<file path="src/design/modular_exponentiation_macros.svh">
// ---------------------------------------------------------------------------
// Modular exponentiation assertion macros
// Concurrent assertion wrappers; empty when SYNTHESIS is defined.
// ---------------------------------------------------------------------------
`ifndef MODULAR_EXPONENTIATION_MACROS_SVH
`define MODULAR_EXPONENTIATION_MACROS_SVH

`ifndef SYNTHESIS

// prop must hold at every edge outside reset
`define MX_ASSERT(lbl, ck, rstn, prop, msg) \
    lbl: assert property (@(posedge ck) disable iff (!rstn) (prop)) else $error(msg);

// post must hold in the cycle after pre
`define MX_ASSERT_NEXT(lbl, ck, rstn, pre, post, msg) \
    lbl: assert property (@(posedge ck) disable iff (!rstn) (pre) |=> (post)) else $error(msg);

`else

`define MX_ASSERT(lbl, ck, rstn, prop, msg)
`define MX_ASSERT_NEXT(lbl, ck, rstn, pre, post, msg)

`endif

`endif

</file>
<file path="src/design/modexp_pkg.sv">
// ---------------------------------------------------------------------------
// Modular exponentiation package
// Shared constants, register map, sequencer states and unit handshake types.
// ---------------------------------------------------------------------------
package modexp_pkg;

    localparam int EXP_BITS_DEF = 63;
    localparam int MOD_BITS_DEF = 31;

    // fixed field widths
    localparam int BASE_W = 63;
    localparam int EXPN_W = 63;
    localparam int RES_W  = 31;
    localparam int CFG_W  = 31;

    // unit bit counter: holds up to BASE_W
    localparam int CNT_W = $clog2(BASE_W + 1);

    // APB register map
    localparam int ADDR_W = 3;
    localparam int DATA_W = 32;
    localparam logic [ADDR_W-1:0] ADDR_MODULUS = 3'd0;

    localparam logic [CFG_W-1:0] MODULUS_RESET = 31'd998244353;

    typedef enum logic [2:0] {
        ST_IDLE,
        ST_REDUCE,
        ST_STEP,
        ST_MUL,
        ST_SQR,
        ST_DONE
    } state_t;

    typedef struct packed {
        logic             start;
        logic [CNT_W-1:0] nbits;
    } mm_cmd_t;

    typedef struct packed {
        logic busy;
        logic done;
    } mm_stat_t;

endpackage

</file>
<file path="src/design/modexp_mulmod.sv">
// ---------------------------------------------------------------------------
// Shared modular multiply unit
// Bit-serial interleaved multiply-reduce: r = (a * b) mod m, one bit of b
// per cycle, MSB first. b arrives left-aligned in a BASE_W-bit word.
// ---------------------------------------------------------------------------
module modexp_mulmod #(
    parameter int MOD_BITS = 31
) (
    input  logic                        clk,
    input  logic                        rst_n,
    input  modexp_pkg::mm_cmd_t         cmd,
    input  logic [MOD_BITS-1:0]         a,
    input  logic [modexp_pkg::BASE_W-1:0] b,
    input  logic [MOD_BITS-1:0]         m,
    output modexp_pkg::mm_stat_t        stat,
    output logic [MOD_BITS-1:0]         r
);
    import modexp_pkg::*;

    localparam int TW = MOD_BITS + 2;
    localparam int DW = MOD_BITS + 3;

    logic                busy_reg, busy_next;
    logic                done_reg, done_next;
    logic [CNT_W-1:0]    cnt_reg, cnt_next;
    logic [BASE_W-1:0]   b_reg, b_next;
    logic [MOD_BITS-1:0] a_reg, a_next;
    logic [MOD_BITS-1:0] m_reg, m_next;
    logic [MOD_BITS-1:0] r_reg, r_next;

    logic [TW-1:0]       t;
    logic [DW-1:0]       d1, d2;
    logic [MOD_BITS-1:0] red;

    // 2r + a < 3m, so at most two subtractions; both computed side by side
    always_comb
    begin
        t  = {1'b0, r_reg, 1'b0} + (b_reg[BASE_W-1] ? TW'(a_reg) : '0);
        d1 = {1'b0, t} - DW'(m_reg);
        d2 = {1'b0, t} - {2'b00, m_reg, 1'b0};
        if (!d2[DW-1])
        begin
            red = d2[MOD_BITS-1:0];
        end
        else if (!d1[DW-1])
        begin
            red = d1[MOD_BITS-1:0];
        end
        else
        begin
            red = t[MOD_BITS-1:0];
        end
    end

    always_comb
    begin
        busy_next = busy_reg;
        done_next = 1'b0;
        cnt_next  = cnt_reg;
        b_next    = b_reg;
        a_next    = a_reg;
        m_next    = m_reg;
        r_next    = r_reg;
        if (cmd.start)
        begin
            busy_next = 1'b1;
            cnt_next  = cmd.nbits;
            b_next    = b;
            a_next    = a;
            m_next    = m;
            r_next    = '0;
        end
        else if (busy_reg)
        begin
            r_next   = red;
            b_next   = b_reg << 1;
            cnt_next = cnt_reg - 1'b1;
            if (cnt_reg == CNT_W'(1))
            begin
                busy_next = 1'b0;
                done_next = 1'b1;
            end
        end
    end

    always_ff @(posedge clk or negedge rst_n)
    begin
        if (!rst_n)
        begin
            busy_reg <= 1'b0;
            done_reg <= 1'b0;
            cnt_reg  <= '0;
        end
        else
        begin
            busy_reg <= busy_next;
            done_reg <= done_next;
            cnt_reg  <= cnt_next;
        end
    end

    always_ff @(posedge clk)
    begin
        b_reg <= b_next;
        a_reg <= a_next;
        m_reg <= m_next;
        r_reg <= r_next;
    end

    assign stat.busy = busy_reg;
    assign stat.done = done_reg;
    assign r         = r_reg;

`include "modular_exponentiation_macros.svh"

    `MX_ASSERT(a_mm_rem_below_mod, clk, rst_n, !done_reg || (r_reg < m_reg), "residue >= modulus")
    `MX_ASSERT(a_mm_no_restart, clk, rst_n, !cmd.start || !busy_reg, "restart while busy")
    `MX_ASSERT_NEXT(a_mm_done_pulse, clk, rst_n, done_reg, !done_reg, "done held")

endmodule

</file>
<file path="src/design/modexp_ctrl.sv">
// ---------------------------------------------------------------------------
// Square-and-multiply sequencer
// Reduces the base, then walks the exponent LSB first, issuing multiply and
// square operations to the shared unit; holds the output register.
// ---------------------------------------------------------------------------
module modexp_ctrl #(
    parameter int EXP_BITS = 63,
    parameter int MOD_BITS = 31
) (
    input  logic                          clk,
    input  logic                          rst_n,
    input  logic                          in_valid,
    output logic                          in_ready,
    input  logic [modexp_pkg::BASE_W-1:0] base_value,
    input  logic [EXP_BITS-1:0]           exponent,
    input  logic [MOD_BITS-1:0]           modulus,
    output logic                          out_valid,
    input  logic                          out_ready,
    output logic [MOD_BITS-1:0]           result,
    output modexp_pkg::mm_cmd_t           mm_cmd,
    output logic [MOD_BITS-1:0]           mm_a,
    output logic [modexp_pkg::BASE_W-1:0] mm_b,
    input  modexp_pkg::mm_stat_t          mm_stat,
    input  logic [MOD_BITS-1:0]           mm_r
);
    import modexp_pkg::*;

    localparam int PAD_W = BASE_W - MOD_BITS;

    state_t              state_reg, state_next;
    logic [EXP_BITS-1:0] exp_reg, exp_next;
    logic [MOD_BITS-1:0] acc_reg, acc_next;
    logic [MOD_BITS-1:0] sq_reg, sq_next;
    logic [MOD_BITS-1:0] res_reg, res_next;
    logic [MOD_BITS-1:0] out_reg, out_next;
    logic                out_valid_reg, out_valid_next;

    logic                exp_zero, mod_zero, exp_last;
    logic                out_free;

    assign exp_zero = (exponent == '0);
    assign mod_zero = (modulus == '0);
    assign exp_last = ((exp_reg >> 1) == '0);
    assign out_free = !out_valid_reg || out_ready;

    // next state
    always_comb
    begin
        state_next = state_reg;
        unique case (state_reg)
            ST_IDLE:
            begin
                if (in_valid)
                begin
                    state_next = (exp_zero || mod_zero) ? ST_DONE : ST_REDUCE;
                end
            end
            ST_REDUCE:
            begin
                if (mm_stat.done)
                begin
                    state_next = ST_STEP;
                end
            end
            ST_STEP:
            begin
                state_next = exp_reg[0] ? ST_MUL : ST_SQR;
            end
            ST_MUL:
            begin
                if (mm_stat.done)
                begin
                    state_next = exp_last ? ST_DONE : ST_SQR;
                end
            end
            ST_SQR:
            begin
                if (mm_stat.done)
                begin
                    state_next = ST_STEP;
                end
            end
            ST_DONE:
            begin
                if (out_free)
                begin
                    state_next = ST_IDLE;
                end
            end
            default:
            begin
                state_next = ST_IDLE;
            end
        endcase
    end

    // outputs and datapath
    always_comb
    begin
        in_ready       = 1'b0;
        mm_cmd.start   = 1'b0;
        mm_cmd.nbits   = CNT_W'(MOD_BITS);
        mm_a           = sq_reg;
        mm_b           = {acc_reg, {PAD_W{1'b0}}};
        exp_next       = exp_reg;
        acc_next       = acc_reg;
        sq_next        = sq_reg;
        res_next       = res_reg;
        out_next       = out_reg;
        out_valid_next = out_valid_reg && !out_ready;
        unique case (state_reg)
            ST_IDLE:
            begin
                in_ready     = 1'b1;
                mm_a         = MOD_BITS'(1);
                mm_b         = base_value;
                mm_cmd.nbits = CNT_W'(BASE_W);
                if (in_valid)
                begin
                    mm_cmd.start = !exp_zero && !mod_zero;
                    exp_next     = exponent;
                    acc_next     = (modulus == MOD_BITS'(1)) ? '0 : MOD_BITS'(1);
                    res_next     = exp_zero ? MOD_BITS'(1) : '0;
                end
            end
            ST_REDUCE:
            begin
                if (mm_stat.done)
                begin
                    sq_next = mm_r;
                end
            end
            ST_STEP:
            begin
                mm_cmd.start = 1'b1;
                if (!exp_reg[0])
                begin
                    exp_next = exp_reg >> 1;
                    mm_b     = {sq_reg, {PAD_W{1'b0}}};
                end
            end
            ST_MUL:
            begin
                if (mm_stat.done)
                begin
                    acc_next = mm_r;
                    exp_next = exp_reg >> 1;
                    res_next = mm_r;
                    if (!exp_last)
                    begin
                        mm_cmd.start = 1'b1;
                        mm_b         = {sq_reg, {PAD_W{1'b0}}};
                    end
                end
            end
            ST_SQR:
            begin
                if (mm_stat.done)
                begin
                    sq_next = mm_r;
                end
            end
            ST_DONE:
            begin
                if (out_free)
                begin
                    out_valid_next = 1'b1;
                    out_next       = res_reg;
                end
            end
            default:
            begin
            end
        endcase
    end

    always_ff @(posedge clk or negedge rst_n)
    begin
        if (!rst_n)
        begin
            state_reg     <= ST_IDLE;
            out_valid_reg <= 1'b0;
        end
        else
        begin
            state_reg     <= state_next;
            out_valid_reg <= out_valid_next;
        end
    end

    always_ff @(posedge clk)
    begin
        exp_reg <= exp_next;
        acc_reg <= acc_next;
        sq_reg  <= sq_next;
        res_reg <= res_next;
        out_reg <= out_next;
    end

    assign out_valid = out_valid_reg;
    assign result    = out_reg;

`include "modular_exponentiation_macros.svh"

    `MX_ASSERT(a_ctl_busy_state, clk, rst_n, !mm_stat.busy || state_reg == ST_REDUCE || state_reg == ST_MUL || state_reg == ST_SQR, "unit busy outside an arithmetic state")
    `MX_ASSERT(a_ctl_step_exp, clk, rst_n, state_reg != ST_STEP || exp_reg != '0, "step entered with exhausted exponent")
    `MX_ASSERT_NEXT(a_ctl_zero_exp, clk, rst_n, in_valid && in_ready && exp_zero, state_reg == ST_DONE, "zero exponent did not finish at once")

endmodule

</file>
<file path="src/design/modular_exponentiation.sv">
// ---------------------------------------------------------------------------
// Modular exponentiation
// base_value ** exponent mod modulus by square-and-multiply over a shared
// bit-serial modular multiply unit; modulus set through an APB port.
// ---------------------------------------------------------------------------
//  channel  | handshake                 | payload
//  ---------+---------------------------+------------------------------
//  input    | in_valid / in_ready       | base_value[62:0], exponent[62:0]
//  output   | out_valid / out_ready     | power_result[30:0]
//  config   | psel, penable, pwrite     | paddr, pwdata, prdata (modulus @ 0)
//
//  Per item: a reduction of the base, then for each exponent bit up to the
//  top set one a step state, a square (every bit but the top) and a
//  multiply (set bits only), all on the bit-serial multiply unit. A zero
//  exponent or zero modulus skips these. in_ready is high only in idle.
//  A finished result waits in the output register; the next item may run
//  meanwhile and stalls in its last state until the register frees up.
//  Reset (rst_n, async low) restores modulus 998244353 and drops all work.
// ---------------------------------------------------------------------------
module modular_exponentiation #(
    parameter int EXP_BITS = modexp_pkg::EXP_BITS_DEF,
    parameter int MOD_BITS = modexp_pkg::MOD_BITS_DEF
) (
    input  logic                          clk,
    input  logic                          rst_n,
    input  logic                          in_valid,
    output logic                          in_ready,
    input  logic [modexp_pkg::BASE_W-1:0] base_value,
    input  logic [modexp_pkg::EXPN_W-1:0] exponent,
    output logic                          out_valid,
    input  logic                          out_ready,
    output logic [modexp_pkg::RES_W-1:0]  power_result,
    input  logic                          psel,
    input  logic                          penable,
    input  logic                          pwrite,
    input  logic [modexp_pkg::ADDR_W-1:0] paddr,
    input  logic [modexp_pkg::DATA_W-1:0] pwdata,
    output logic [modexp_pkg::DATA_W-1:0] prdata,
    output logic                          pready
);
    import modexp_pkg::*;

    logic [CFG_W-1:0]    modulus_reg, modulus_next;
    logic                wr_en;

    mm_cmd_t             mm_cmd;
    mm_stat_t            mm_stat;
    logic [MOD_BITS-1:0] mm_a;
    logic [BASE_W-1:0]   mm_b;
    logic [MOD_BITS-1:0] mm_r;
    logic [MOD_BITS-1:0] result;

    assign pready = 1'b1;
    assign wr_en  = psel && penable && pwrite && (paddr == ADDR_MODULUS);

    always_comb
    begin
        modulus_next = modulus_reg;
        if (wr_en)
        begin
            modulus_next = pwdata[CFG_W-1:0];
        end
    end

    always_ff @(posedge clk or negedge rst_n)
    begin
        if (!rst_n)
        begin
            modulus_reg <= MODULUS_RESET;
        end
        else
        begin
            modulus_reg <= modulus_next;
        end
    end

    assign prdata = (paddr == ADDR_MODULUS) ? DATA_W'(modulus_reg) : '0;

    modexp_ctrl #(
        .EXP_BITS (EXP_BITS),
        .MOD_BITS (MOD_BITS)
    ) u_ctrl (
        .clk        (clk),
        .rst_n      (rst_n),
        .in_valid   (in_valid),
        .in_ready   (in_ready),
        .base_value (base_value),
        .exponent   (exponent[EXP_BITS-1:0]),
        .modulus    (modulus_reg[MOD_BITS-1:0]),
        .out_valid  (out_valid),
        .out_ready  (out_ready),
        .result     (result),
        .mm_cmd     (mm_cmd),
        .mm_a       (mm_a),
        .mm_b       (mm_b),
        .mm_stat    (mm_stat),
        .mm_r       (mm_r)
    );

    modexp_mulmod #(
        .MOD_BITS (MOD_BITS)
    ) u_mulmod (
        .clk   (clk),
        .rst_n (rst_n),
        .cmd   (mm_cmd),
        .a     (mm_a),
        .b     (mm_b),
        .m     (modulus_reg[MOD_BITS-1:0]),
        .stat  (mm_stat),
        .r     (mm_r)
    );

    assign power_result = RES_W'(result);

endmodule

</file>
<file path="config.mk">
export PLATFORM = sky130hd
export DESIGN_NAME = modular_exponentiation
export DESIGN_NICKNAME = d
export VERILOG_FILES = /design/src/design/modexp_pkg.sv /design/src/design/modexp_mulmod.sv /design/src/design/modexp_ctrl.sv /design/src/design/modular_exponentiation.sv
export VERILOG_INCLUDE_DIRS = /design/src /design/src/design
export SDC_FILE = /design/constraint.sdc
export NUM_CORES = 1
export LEC_CHECK = 0
export ABC_AREA = 1
export BUFFER_PORTS_ARGS = -buffer_cell sky130_fd_sc_hd__buf_4
export CORE_UTILIZATION = 30
export DETAILED_ROUTE_END_ITERATION = 6
export PLACE_DENSITY = 0.47
export SYNTH_ARGS = -nofsm -noshare
export SYNTH_HDL_FRONTEND = slang
export SYNTH_SLANG_ARGS = --single-unit
</file>
<file path="constraint.sdc">
create_clock -name clk -period 6.1 [get_ports clk]
set_input_delay 1.22 -clock clk [delete_from_list [all_inputs] [get_ports clk]]
set_output_delay 1.22 -clock clk [all_outputs]
set_load 0.01 [all_outputs]
</file>
# Yosys cells after proc, flatten, opt, wreduce, memory -nomap -nowiden
# Cells that the tools add are included.
# W data, S select, Z words.
[op_classes]
add_sub_neg = 4
eq_ne = 12
mux = 45
n_reduce_logical = 26
[ops]
columns = ["operator", "n"]
rows = [
  ["$mux W63", 8],
  ["$pmux W63 S3", 2],
  ["$mux W31", 7],
  ["$logic_not A63 Y1", 2],
  ["$pmux W31 S2", 2],
  ["$sub A33 B31 Y34", 1],
  ["$sub A33 B32 Y34", 1],
  ["$add A32 B33 Y33", 1],
  ["$eq A31 B1 Y1 const B", 1],
  ["$logic_not A31 Y1", 1],
  ["$mux W3", 6],
  ["$mux W6", 3],
  ["$mux W1", 15],
  ["$pmux W3 S5", 1],
  ["$reduce_and A4 Y1", 2],
  ["$eq A3 B2 Y1 const B", 2],
  ["$eq A3 B3 Y1 const B", 2],
  ["$eq A6 B1 Y1 const B", 1],
  ["$logic_not A3 Y1", 2],
  ["$ne A2 B1 Y1 const B", 3],
  ["$reduce_and A3 Y1", 2],
  ["$sub A6 B1 Y6 const B", 1],
  ["$logic_and A1 B1 Y1", 5],
  ["$logic_not A1 Y1", 4],
  ["other kinds (8)", 12],
]
[totals]
reg_bits = 386
inputBits = 168
output_inout_bits = 66
word_cells = 103

# Longest topological paths before layout
[logic_depth]
ltp_word = 6
ltp_mapped = 34
depth_no_buf = 32

# Modules after synthesis
# A second synthesis with hierarchy kept.
[hier_totals]
hier_cells = 3069
area_unflattened_um2 = 23196.0
[by_module_without_submodules]
columns = ["mod", "n_inst", "cells_per_inst", "area_each_um2", "seq_area_each_um2"]
rows = [
  ["modexp_mulmod", 1, 1916, 13218.9, 4574.4],
  ["modexp_ctrl", 1, 940, 8257.9, 4814.6],
  ["modular_exponentiation", 1, 213, 1719.1, 784.5],
]

# Worst setup path after synthesis
# Ideal clock, no wire load.
[synth_timing]
path_kind = "in2reg"
startpoint = "input in_valid"
endpoint = "register u_ctrl.exp_reg[10] (enable)"
setup_ps = 558
arrival_time_ps = 5570
t_required_ps = 5542
slack_ps = -28
cell_stages = 2
path_buffers = 0
path_cell_list = "o21ai_0 -> nor3_1"
[synth_between]
elab_chain_cells = 2
[synth_rtl]
columns = ["item", "line", "rtl"]
rows = [
  ["from (decl)", "modular_exponentiation.sv:26", "input logic in_valid,"],
  ["$ne A2 B2 Y1 (no source line)", "n/a", ""],
  ["$reduce_and A4 Y1 (no source line)", "n/a", ""],
  ["to (signal assigned)", "modexp_ctrl.sv:193", "exp_reg <= exp_next;"],
  ["to (decl)", "modexp_ctrl.sv:31", "logic [EXP_BITS-1:0] exp_reg, exp_next;"],
]
# No other way between the ends.
# A chain may end at the register's enable or synchronous reset.

# Worst setup path in the final report
[layout_timing]
startpoint = "register u_mulmod.b_reg[62]"
endpoint = "register u_mulmod.r_reg[27] (netlist: u_mulmod.r[27])"
[layout_between]
elab_chain_cells = 5
word_cells_on_any_way = 6
classes_between = "add/sub: 3; mux: 3"
[layout_rtl]
columns = ["item", "line", "rtl"]
rows = [
  ["from (decl)", "modexp_mulmod.sv:26", "logic [BASE_W-1:0] b_reg, b_next;"],
  ["from (signal assigned)", "modexp_mulmod.sv:104", "b_reg <= b_next;"],
  ["$mux W31 *", "modexp_mulmod.sv:38", "t = {1'b0, r_reg, 1'b0} + (b_reg[BASE_W-1] ? TW'(a_reg) : '0);"],
  ["$add A32 B33 Y33 *", "modexp_mulmod.sv:38", ""],
  ["$sub A33 B31 Y34", "modexp_mulmod.sv:39", "d1 = {1'b0, t} - DW'(m_reg);"],
  ["$mux W31", "modexp_mulmod.sv:45", "else if (!d1[DW-1])"],
  ["$mux W31 *", "modexp_mulmod.sv:41", "if (!d2[DW-1])"],
  ["to (signal assigned)", "modexp_mulmod.sv:107", "r_reg <= r_next;"],
  ["to (decl)", "modexp_mulmod.sv:29", "logic [MOD_BITS-1:0] r_reg, r_next;"],
]
# Mark *: on every way between the ends. The rest lies on a longest branch, timed or not.

==> flow_metrics.tcl <==
set metrics [dict create \
    status "finished clean" \
    critical_path_buf_inv_count 7 \
    yosys_warnings 0 \
    final_area_sq_um 26120 \
    dr.pass1.iters 6 \
    grt_max_degree 95 \
    grt_usage_pct 17.86 \
    die_y_microns 272.9 \
    initial_core_util_pct 30.54 \
    synth-seq-cells 356 \
    setup_viol 0 \
    synthSimpleGateAreaFrac_pct 27.82 \
    skew_ns 0.03227 \
    core_sq_um 72100 \
    n_antenna_cell 0 \
    rsz0062_at_grt "no" \
    slew_headroom_pct 14.27 \
    placed_cell_area_sq_um 24750 \
    synth_compound_area_share_pct 8.842 \
    cts-resized-gates 0 \
    min_path_type "flop to flop" \
    grt_pass1_wl_microns 104600 \
    cts_tree "done" \
    gp_congestion 0.9547 \
    num_vias 18968 \
    max_stage_delay_ns 0.40 \
    cp.required_ns 6.58 \
    clk_pin_slew_ns 0.06 \
    finalCriticalPeriod_ns 5.055 \
    synth_xor_area_share_pct 2.148 \
    ys.flop_type "edfxtp_1" \
    slowest_stage "fa_1" \
    drv_cap 0 \
    ctsHoldBuffers 0 \
    port-buffer-count 230 \
    synth_area_leaders "edfxtp_1 38%, nand2_1 13%, inv_1 7.2%" \
    grt_pass1_vias 18575 \
    start_kind "flop" \
    rows 98 \
    die-area_sq_um 74480 \
    timing.fmax_mhz 197.8 \
    drt-total-wl_microns 67740 \
    netlist_area_sq_um 22020 \
    tightest_slew_ns 1.284 \
    vias_per_cell 4.707 \
    finalMaxSlewViolations 0 \
    synthDistinctLibCells 52 \
    final_common_cell "nand2_1" \
    synth_edf_count 282 \
    path_common_cell "nand2_1" \
    finalHoldViolations 0 \
    layout.nets 3313 \
    async_flop_share_pct 12.08 \
    synthCells 2842 \
    wire_per_inst_microns 16.81 \
    path_class "flop to flop" \
    cts_root_buffer "clkbuf_16" \
    hpwl_microns 53290 \
    final_cell_mix "755 x nand2_1, 424 x inv_1, 364 x nor2_1" \
    grt.overflow.total 0 \
    synth-adder-area-share_pct 5.614 \
    htreeDepth 2 \
    setup_tns_ns 0 \
    drc_errors 0 \
    clkLatencyLatePin_ns 0.58 \
    cp_top_family "simple AND/OR/NAND/NOR gates" \
    syn2layout_area_growth_pct 18.63 \
    cts_buffer_depth 3 \
    avgSynthCellArea_sq_um 7.748 \
    muxShareOfSynthArea_pct 0 \
    post-route-period-util_pct 82.87 \
    synth_top_area_cell "edfxtp_1" \
    ys_seq_area_share_pct 46.20 \
    fp.dieW_microns 272.9 \
    num_io_pins 234 \
    synth_nets 3107 \
    cts_buffers 42 \
    critPathMaxFanout 31 \
    drive_above_1_share_pct 12.18 \
    synth_top_family_by_area "simple AND/OR/NAND/NOR gates" \
    end_kind "flop" \
    crit_arrival_ns 5.54 \
    cts_sinks 356 \
    ant_nets 0 \
    grt_antenna_before_repair 0 \
    drt_iter0_markers 1220 \
    netlist.area_leader.share_pct 38.46 \
    cts_setup_buffers 0 \
]
[per-layer routing]
metal,part of all wire [%],up-vias,global-route usage [%]
met2,44,381,28.11
li1,-,9675,-
met5,0,-,0
met3,4.0,85,2.285
met4,2.1,0,4.420
met1,49,8827,25.78
[final timing paths]
check | start | depth (start not counted) | end | slack, ns
setup / recovery | u_mulmod.b_reg[62] | 33 | u_mulmod.r[27] | 1.04
hold / removal | u_ctrl.res_reg[0] | 0 | u_ctrl.result[0] | 0.43
setup reg to reg | u_mulmod.b_reg[62] | 33 | u_mulmod.r[27] | 1.04
min in group asynchronous | rst_n | 1 | u_mulmod.done_reg | 0.67
hold reg to reg | u_ctrl.res_reg[0] | 0 | u_ctrl.result[0] | 0.43
max in group asynchronous | rst_n | 1 | modulus_reg[19] | 5.02
[worst register-to-register path, delay by kind of cell (launching register included)]
kind                     cells  cell delay, ns
AND/OR/NAND/NOR             23            2.74
adder cells (fa/ha/maj)      3            0.96
buffers and inverters        7            0.94
flip-flops                   1            0.32
[logic make-up (layout without fill, tap and decap cells)]
family	Yosys count	after routing
AND/OR/NAND/NOR	1453	1453
buffers and inverters	521	759
AO/OA/AOI/OAI	359	359
flip-flops	356	356
adder cells (fa/ha/maj)	97	97
XOR/XNOR	54	54
other	2	2
[final cells by class]
type	instances	area, sq um
inverter	430	1615
clock inverter	24	250.2
multi-input combinational	1965	9851
sequential	356	10170
tap	950	1189
clock buffer	52	1119
fill	7684	45980
timing repair buffer	253	1924
[stage by stage]
step / setup slack [ns] / cells / hold slack (ns) / utilization, %
after CTS: 1.068 / 4030 / 0.4307 / 36.23
after global routing: 0.5696 / 4030 / 0.4350 / 36.23
after floorplan: 1.855 / 2842 / 0.4003 / -
after detailed placement: 1.092 / 3954 / 0.4065 / 34.33
final: 1.045 / 4030 / 0.4252 / 36.23
after global placement: 1.157 / 3954 / 0.4093 / 34.33
[synth_stat cells, types with 10 or more instances]
| cell type | instances |
|---|---|
| a21o_1 | 10 |
| a21oi_1 | 172 |
| buf_1 | 11 |
| buf_2 | 11 |
| clkbuf_1 | 53 |
| dfrtp_1 | 36 |
| dfxtp_1 | 31 |
| edfxtp_1 | 282 |
| ha_1 | 94 |
| inv_1 | 424 |
| nand2_1 | 756 |
| nand3_1 | 142 |
| nand3b_1 | 14 |
| nand4_1 | 58 |
| nor2_1 | 368 |
| nor3_1 | 50 |
| nor4_1 | 23 |
| o21ai_0 | 100 |
| o21ai_1 | 14 |
| o21bai_1 | 15 |
| o22ai_1 | 32 |
| xnor2_1 | 18 |
| xor2_1 | 36 |
Power is left out: the tool's default activity adds up to more than one toggle a clock period on the data nets, which glitch-free logic cannot reach.
